--- src/rtl/sgvs_pkg.sv ---
// ----------------------------------------------------------------------------
// sgvs_pkg
// Shared types and defaults of the smoothing group vertex splitter.
// ----------------------------------------------------------------------------
package sgvs_pkg;

   localparam int DEF_ORIGINAL_VERTICES = 1024;
   localparam int DEF_MAX_SPLITS        = 8;
   localparam int DEF_OUTPUT_VERTICES   = 4096;

   localparam int GROUP_W  = 64;
   localparam int VOUT_W   = 12;

   typedef struct packed {
      logic [15:0]        face_id;
      logic [GROUP_W-1:0] face_groups;
      logic [9:0]         original_vertex;
   } req_type;

   typedef struct packed {
      logic [15:0]       face_tag;
      logic [VOUT_W-1:0] vertex_out;
      logic              created;
      logic              overflow;
   } rsp_type;

   typedef enum logic [2:0] {
      ST_CLEAR,
      ST_IDLE,
      ST_LOOKUP,
      ST_LIST_RD,
      ST_ENTRY_RD,
      ST_TEST,
      ST_CREATE,
      ST_RESULT
   } state_type;

   typedef struct packed {
      logic clear_en;
      logic load_item;
      logic latch_vtx;
      logic reject;
      logic list_read;
      logic entry_read;
      logic hit;
      logic advance;
      logic create;
      logic emit;
   } cmd_type;

   typedef struct packed {
      logic out_of_range;
      logic seen_hit;
      logic match;
      logic scan_last;
      logic clear_last;
      logic rsp_free;
   } status_type;

endpackage

--- src/rtl/sgvs_ctrl.sv ---
// ----------------------------------------------------------------------------
// sgvs_ctrl
// Sequencer: clearing pass, record lookup, split list scan, creation, result.
// ----------------------------------------------------------------------------
module sgvs_ctrl import sgvs_pkg::*; (
   input  logic       clock,
   input  logic       reset,
   input  logic       req_valid,
   output logic       req_stall,
   input  status_type status,
   output cmd_type    cmd
);

   state_type state_ff, state_in;

   always_comb begin
      state_in = state_ff;
      case (state_ff)
         ST_CLEAR:    if (status.clear_last) state_in = ST_IDLE;
         ST_IDLE:     if (req_valid) state_in = ST_LOOKUP;
         ST_LOOKUP: begin
            if (status.out_of_range) state_in = ST_RESULT;
            else if (status.seen_hit) state_in = ST_LIST_RD;
            else state_in = ST_CREATE;
         end
         ST_LIST_RD:  state_in = ST_ENTRY_RD;
         ST_ENTRY_RD: state_in = ST_TEST;
         ST_TEST: begin
            if (status.match) state_in = ST_RESULT;
            else if (status.scan_last) state_in = ST_CREATE;
            else state_in = ST_LIST_RD;
         end
         ST_CREATE:   state_in = ST_RESULT;
         ST_RESULT:   if (status.rsp_free) state_in = ST_IDLE;
         default:     state_in = ST_CLEAR;
      endcase
   end

   always_comb begin
      cmd = '0;
      req_stall = 1'b1;
      case (state_ff)
         ST_CLEAR:    cmd.clear_en = 1'b1;
         ST_IDLE: begin
            req_stall = 1'b0;
            cmd.load_item = req_valid;
         end
         ST_LOOKUP: begin
            if (status.out_of_range) cmd.reject = 1'b1;
            else cmd.latch_vtx = 1'b1;
         end
         ST_LIST_RD:  cmd.list_read = 1'b1;
         ST_ENTRY_RD: cmd.entry_read = 1'b1;
         ST_TEST: begin
            if (status.match) cmd.hit = 1'b1;
            else if (!status.scan_last) cmd.advance = 1'b1;
         end
         ST_CREATE:   cmd.create = 1'b1;
         ST_RESULT:   cmd.emit = status.rsp_free;
         default:     cmd = '0;
      endcase
   end

   always_ff @(posedge clock) begin
      if (reset) begin
         state_ff <= ST_CLEAR;
      end else begin
         state_ff <= state_in;
      end
   end

endmodule

--- config.mk ---
export PLATFORM = sky130hd
export DESIGN_NAME = sgvs_ctrl
export DESIGN_NICKNAME = d
export VERILOG_FILES = /design/src/rtl/sgvs_pkg.sv /design/src/rtl/sgvs_ctrl.sv
export SDC_FILE = /design/constraint.sdc
export NUM_CORES = 1
export LEC_CHECK = 0
export BUFFER_PORTS_ARGS = -buffer_cell sky130_fd_sc_hd__buf_2
export CELL_PAD_IN_SITES_DETAIL_PLACEMENT = 2
export CELL_PAD_IN_SITES_GLOBAL_PLACEMENT = 2
export CORE_MARGIN = 1
export CORE_UTILIZATION = 16
export CTS_CLUSTER_SIZE = 40
export DETAILED_ROUTE_END_ITERATION = 7
export PLACE_DENSITY_LB_ADDON = 0.12
export SYNTH_ARGS = -nofsm -noshare
export SYNTH_HDL_FRONTEND = slang
export SYNTH_SLANG_ARGS = --single-unit
--- constraint.sdc ---
create_clock -name clock -period 1.3 [get_ports clock]
set_clock_uncertainty 0.2 [all_clocks]
set_input_delay 0.13 -clock clock [delete_from_list [all_inputs] [get_ports clock]]
set_output_delay 0.13 -clock clock [all_outputs]
set_load 0.005 [all_outputs]
==> results of run 1 <==
routing by layer:
metal  vias up  GRT usage [%]
met5         -              0
met4         0           7.27
met3         0           2.86
met2        10           23.8
met1       207           17.6
li1        219              -
cell usage in the layout (no fill, tap or decap), types with 2 or more instances in the layout:
cell and n:
nand2_1 2, dlygate4sd3_1 2, buf_2 19, buf_4 12, a311oi_1 2, inv_1 3
dfxtp_2 2, clkbuf_4 3, nor2_1 2, buf_6 3, nor2_2 3
cell type report:
class,instances,area (sq um)
flip-flops and latches,3,66.3
repair buffers,37,254
clock buffers,4,26.3
inverters,3,11.3
fillers,203,1060
multi-input cells,30,262
well taps,25,31.3
logic make-up after synthesis:
logic type,after synthesis,share of synthesized area (%)
muxes,1,3.88
and+or+nand+nor,21,41.8
AOI/OAI and AO/OA,8,25.0
buffers and inverters,6,8.62
DFF,3,20.7
critical path, cell delays in order, from the launching register on:
cell	delay (ps)
dfxtp_4	360
nor2b_4	170
buf_6	130
nand2_4	50
nor3_2	150
buf_2	130
stage by stage:
step | hold slack (ps) | util [%] | area, sq um
after floorplan | -11.2 | - | 294
after global placement | 147 | 28.9 | 494
after detailed placement | 151 | 28.9 | 494
after CTS | 42.4 | 35.2 | 602
after global routing | 86.6 | 38.1 | 651
final | 64.2 | 38.1 | 651
worst max path at each step:
| stage | endpoint | slack, ps | cells past startpoint |
|---|---|---|---|
| floorplan | state_ff[2]$_SDFFE_PP0P_ | -120 | 4 |
| global placement | state_ff[2]$_SDFFE_PP0P_ | -140 | 4 |
| detailed placement | state_ff[0]$_SDFFE_PP0P_ | -170 | 3 |
| CTS | cmd[6] | -270 | 4 |
| global route | cmd[6] | -310 | 4 |
| finish | cmd[2] | -240 | 5 |
power groups by stage:
stage                     combinational [W]  sequential (W)  clock (W)
after detailed placement           0.000246        0.000127          0
after CTS                          0.000305        0.000132   0.000175
final                              0.000346        0.000132   0.000164
after global placement             0.000244        0.000127          0
after floorplan                    0.000123        0.000120          0
after global routing               0.000376        0.000135   0.000183
Yosys cell counts:
library cell / count
nor2_1: 5
buf_2: 2
and3b_1: 1
a21oi_1: 1
o31ai_1: 1
nor4bb_1: 1
nor4b_1: 2
inv_1: 3
nor2b_1: 2
a221oi_2: 1
nand2b_1: 2
a311o_1: 1
nand2_1: 4
clkbuf_1: 1
dfxtp_1: 3
mux2_1: 1
o21a_1: 1
a311oi_1: 2
or3b_2: 1
o32a_1: 1
nor3_1: 2
nor3b_1: 1
timing repair:
item / in CTS / in global routing
setup endpoints to repair: 14 / 14
hold buffers: 2 / 0
hold endpoints to repair: 3 / 0
gates resized for setup: 12 / 10
pin swaps: 7 / 4
buffers inserted: 3 / 1
==> results.sh, run 1 <==
export IMPL_yosysSeqAreaShare_pct=20.7
export IMPL_crit_type="flop to output pin"
export IMPL_die_h_microns=44.6
export IMPL_reg_largest_list="state_ff x3"
export IMPL_worstHoldStart="status[0]"
export IMPL_finalHoldViolCount=0
export IMPL_ys_seq_elements=3
export IMPL_p_seq_share_pct=20.6
export IMPL_period_share_pct=119
export IMPL_vias=436
export IMPL_first_pass_iters=6
export IMPL_wl_met1_microns=543
export IMPL_tns_ps=-2500
export IMPL_yosys_area_top_type="dfxtp_1"
export IMPL_routed_wl_mm=1.27
export IMPL_preCtsSetupSlack_ps=-173
export IMPL_holdPathStages=4
export IMPL_timing_rr_start="state_ff[0]$_SDFFE_PP0P_"
export IMPL_ys_warnings_count=0
export IMPL_drtAntennaViolNets=0
export IMPL_r2r_cells=3
export IMPL_syn_nets=48
export IMPL_p_clk_share_pct=25.5
export IMPL_drtIter0Drc=2
export IMPL_slew_headroom_pct=79.6
export IMPL_p_per_area_nw_per_um2=986
export IMPL_outcome="complete, but fails checks"
export IMPL_worst_r2r_endpoint="state_ff[0]$_SDFFE_PP0P_"
export IMPL_grt_use_total_pct=14.4
export IMPL_row_count=15
export IMPL_die_w_microns=44.6
export IMPL_worst_pin_slew_ps=302
export IMPL_first_global_vias=451
export IMPL_cellInternalPower_w=0.000431
export IMPL_synth_distinct_cells=22
export IMPL_power_w=0.000642
export IMPL_grt_max_degree=9
export IMPL_maxUsedRoutingLayer="met3"
export IMPL_hold_class="primary input to flop"
export IMPL_violations="design-rule violations, negative setup slack"
export IMPL_ir_worst_vdd_uv=282
export IMPL_initial_core_util_pct=17.0
export IMPL_top_register="state_ff"
export IMPL_root_buffer="clkbuf_4"
export IMPL_yosys_area_top_type_share_pct=20.7
export IMPL_drc=2
export IMPL_globalplace_congestion=0.658
export IMPL_cts_path_max_buffers=2
export IMPL_drive_gt1_share_pct=70.1
export IMPL_hpwl_microns=919
export IMPL_grt_first_pass_wirelength_mm=2.01
export IMPL_synth_area_leaders="dfxtp_1 21%, nor2_1 6.5%, a311oi_1 6.0%"
export IMPL_p_leak_nw=0.316
export IMPL_cp_start_kind="flop"
export IMPL_synth_area_sq_um=290
export IMPL_setup_viol=14
export IMPL_setup_ws_ps=-243
export IMPL_worst_endpoint_arrival_ps=1210
export IMPL_routed_wl_met3_microns=45
export IMPL_largest_register_ffs=3
export IMPL_crit_fanout=4
export IMPL_clkSlewWorstSetupHoldPaths_ps=40
export IMPL_instances_no_fill=102
export IMPL_cts_sinks=3
export IMPL_drv_slew=0
export IMPL_wire_per_inst_microns=12.5
export IMPL_htreeDepth=1
export IMPL_cp_required_ps=970
export IMPL_netlist_instances=39
export IMPL_clock_latency_ps=230
export IMPL_core_area_sq_um=1710
export IMPL_cap_violations=0
export IMPL_syn_avg_cell_area_sq_um=7.44
export IMPL_cts_buffers=3
export IMPL_min_to="state_ff[2]$_SDFFE_PP0P_"
export IMPL_fmaxAchievable_mhz=648
export IMPL_layout_min_cycle_time_ps=1540
export IMPL_startpoint="state_ff[0]$_SDFFE_PP0P_"
export IMPL_die_area_sq_um=1990
export IMPL_rrSetupSlack_ps=-190
export IMPL_nets=87
export IMPL_rsz0062_at_grt="yes"
export IMPL_viasPerCell=4.27
export IMPL_power_share_switching_pct=32.9
export IMPL_cts_tree="yes"
export IMPL_io_buffers=19
export IMPL_floorplan_io_pins=20
export IMPL_diodes=0
export IMPL_wl_met2_microns=685
export IMPL_syn_to_final_growth_pct=124
export IMPL_overflow=0
export IMPL_combPwrFrac_pct=53.9
export IMPL_power_switching_w=0.000211
export IMPL_numPlacedInstances=92
export IMPL_crit_path_end_kind="output pin"
export IMPL_antenna_found_initial=0
Power figures use the tool's default switching activity.
==> run 2: changes to the inputs <==
ABC_AREA = 1   (was unset)
CORE_UTILIZATION = 18   (was 16)
SKIP_CTS_REPAIR_TIMING = 1   (was unset)
==> results.sh, run 2 <==
export IMPL_top_register="state_ff"
export IMPL_use_met3_pct=2.26
export IMPL_slew_headroom_pct=87.6
export IMPL_outcome="complete, but fails checks"
export IMPL_crit_type="flop to output pin"
export IMPL_p_clk_share_pct=12.7
export IMPL_worst_r2r_endpoint="state_ff[0]$_SDFFE_PP0P_"
export IMPL_syn_nets=70
export IMPL_setup_viol=11
export IMPL_io_buffers=19
export IMPL_cp_depth=6
export IMPL_syn_to_final_growth_pct=73.8
export IMPL_synth_distinct_cells=19
export IMPL_cp_cell_sequence="buf_12 -> inv_4 -> nand2_4 -> buf_6 -> nor2_2 -> buf_2"
export IMPL_crit_fanout=6
export IMPL_tns_ps=-761
export IMPL_die_area_sq_um=2310
export IMPL_crit_path_end_kind="output pin"
export IMPL_synth_edf_count=0
export IMPL_viasPerCell=4.14
export IMPL_violations="negative setup slack"
export IMPL_timing_rr_start="state_ff[1]$_SDFFE_PP0P_"
export IMPL_rrSetupSlack_ps=-40
export IMPL_r2r_cells=8
export IMPL_drv_slew=0
export IMPL_drtIter0Drc=1
export IMPL_finalHoldViolCount=0
export IMPL_diodes=0
export IMPL_slowest_delay_ps=350
export IMPL_core_area_sq_um=1980
export IMPL_ys_flop_type="dfxtp_1"
export IMPL_grt_use_total_pct=11.9
export IMPL_die_w_microns=48.0
export IMPL_cts_path_max_buffers=2
export IMPL_grtUsageMet2_pct=22.2
export IMPL_row_count=16
export IMPL_largest_register_ffs=3
export IMPL_cap_violations=0
export IMPL_worst_endpoint_arrival_ps=1100
export IMPL_clock_latency_ps=240
export IMPL_overflow=0
export IMPL_preCtsSetupSlack_ps=-74.1
export IMPL_cts_buffers=3
export IMPL_crit_slowest_cell="dfxtp_4"
export IMPL_p_seq_share_pct=18.1
export IMPL_cp_start_kind="flop"
export IMPL_antenna_found_initial=0
export IMPL_rsz0062_at_grt="yes"
export IMPL_cp_required_ps=970
export IMPL_power_switching_w=0.000619
export IMPL_fillers=259
export IMPL_hpwl_mm=1.04
export IMPL_ir_worst_vdd_uv=661
export IMPL_reg_largest_list="state_ff x3"
export IMPL_first_global_vias=457
export IMPL_yosys_area_top_type_share_pct=15.7
export IMPL_numPlacedInstances=111
export IMPL_clkSlewWorstSetupHoldPaths_ps=40
export IMPL_synth_area_sq_um=382
export IMPL_die_h_microns=48.0
export IMPL_drc=0
export IMPL_vias=488
export IMPL_yosys_top_cells_count="13 x nor2_1, 12 x nand2_1, 9 x inv_1"
export IMPL_final_common_cell="buf_2"
export IMPL_synth_most_common_cell="nor2_1"
export IMPL_drtAntennaViolNets=0
export IMPL_yosysSeqAreaShare_pct=15.7
export IMPL_crit_family="buffers and inverters"
export IMPL_power_share_switching_pct=46.1
export IMPL_nets=101
export IMPL_initial_core_util_pct=19.3
export IMPL_p_per_area_nw_per_um2=2030
export IMPL_synthArstFlopShare_pct=0
export IMPL_timing_critical_path_to="cmd[4]"
export IMPL_combPwrFrac_pct=69.2
export IMPL_grt_max_degree=9
export IMPL_ys_seq_elements=3
export IMPL_grt_busiest_layer="met2"
export IMPL_period_share_pct=110
export IMPL_root_buffer="clkbuf_4"
export IMPL_drive_gt1_share_pct=59.3
export IMPL_routed_wl_mm=1.28
export IMPL_worst_path_buf_inv=4
export IMPL_hold_class="primary input to flop"
export IMPL_met1_usage_pct=13.7
export IMPL_worst_pin_slew_ps=186
export IMPL_cellInternalPower_w=0.000725
export IMPL_grt_first_pass_wirelength_mm=1.85
export IMPL_fmaxAchievable_mhz=701
export IMPL_syn_avg_cell_area_sq_um=6.26
export IMPL_instances_no_fill=118
export IMPL_first_pass_iters=3
export IMPL_htreeDepth=1
export IMPL_synth_area_leaders="dfxtp_1 16%, nor2_1 13%, nand2_1 12%"
export IMPL_layout_min_cycle_time_ps=1430
export IMPL_netlist_instances=61
export IMPL_layout_common_cells="19 x buf_2, 11 x nand2_1, 10 x nor2_1, 8 x inv_1, 5 x buf_4"
export IMPL_cts_tree="yes"
export IMPL_p_leak_nw=0.368
export IMPL_power_w=0.00134
export IMPL_floorplan_io_pins=20
export IMPL_startpoint="state_ff[0]$_SDFFE_PP0P_"
export IMPL_globalplace_congestion=0.676
export IMPL_setup_ws_ps=-127
export IMPL_wire_per_inst_microns=10.9
export IMPL_final_util_pct=33.5
export IMPL_cts_sinks=3
export IMPL_yosys_area_top_type="dfxtp_1"
export IMPL_ys_warnings_count=0
-- run 2: cell count changes in the layout (fill, tap and decap cells not counted), moves of 2 or more --
cell,before,now
nor2_1,2,10
nand2_1,2,11
dfxtp_2,2,0
nand3_2,0,3
nor2_4,0,3
a311oi_1,2,0
nand4_1,0,2
dfxtp_4,1,3
inv_4,0,2
inv_1,3,8
buf_4,12,5
-- run 2: routing by layer --
metal | vias to the layer above | wire length, microns
met5 | - | 0
met4 | 0 | 0
met3 | 0 | 35
met2 | 11 | 725
met1 | 231 | 524
li1 | 246 | -
-- run 2: how the worst min path moves through the flow --
stage	start	to	slack [ps]	depth (start not counted)
2_1_floorplan	reset	state_ff[2]$_SDFFE_PP0P_	2	1
3_3_place_gp	reset	state_ff[2]$_SDFFE_PP0P_	140	2
3_5_place_dp	reset	state_ff[1]$_SDFFE_PP0P_	140	2
4_1_cts	reset	state_ff[1]$_SDFFE_PP0P_	-100	2
5_1_grt	status[0]	state_ff[1]$_SDFFE_PP0P_	80	4
6_report	status[0]	state_ff[1]$_SDFFE_PP0P_	50	4
-- run 2: power by group through the flow --
stage | Combinational, W | Sequential (W) | Clock, W
final | 0.000930 | 0.000243 | 0.000171
after global routing | 0.00104 | 0.000252 | 0.000187
after CTS | 0.000802 | 0.000208 | 0.000176
after detailed placement | 0.000781 | 0.000209 | 0
after global placement | 0.000776 | 0.000206 | 0
after floorplan | 0.000570 | 0.000148 | 0
-- run 2: tightest hold or removal path, delay by kind of cell --
family	cells	cell delay, ps
compound gates	1	70
buf+inv	2	130
simple gates	1	110
-- run 2: cell families after synthesis --
logic type	share of synthesized area (%)
XOR/XNOR	4.26
AO/OA/AOI/OAI	6.88
flip-flops	15.7
buffers and inverters	22.0
AND/OR/NAND/NOR	51.1
-- run 2: final cells by class --
class	count	area (sq um)	share of cell area (%)
clock buffers	4	26.3	3.96
inverters	12	57.6	8.68
multi-input cells	43	278	41.9
flip-flops and latches	3	71.3	10.8
well taps	27	33.8	5.09
repair buffers	29	196	29.6
-- run 2: per-stage QoR --
stage | hold slack, ps | instance area, sq um
finish | 52.4 | 663
global placement | 143 | 542
global route | 82.7 | 663
detailed placement | 144 | 542
floorplan | 2.38 | 382
CTS | -95.0 | 568
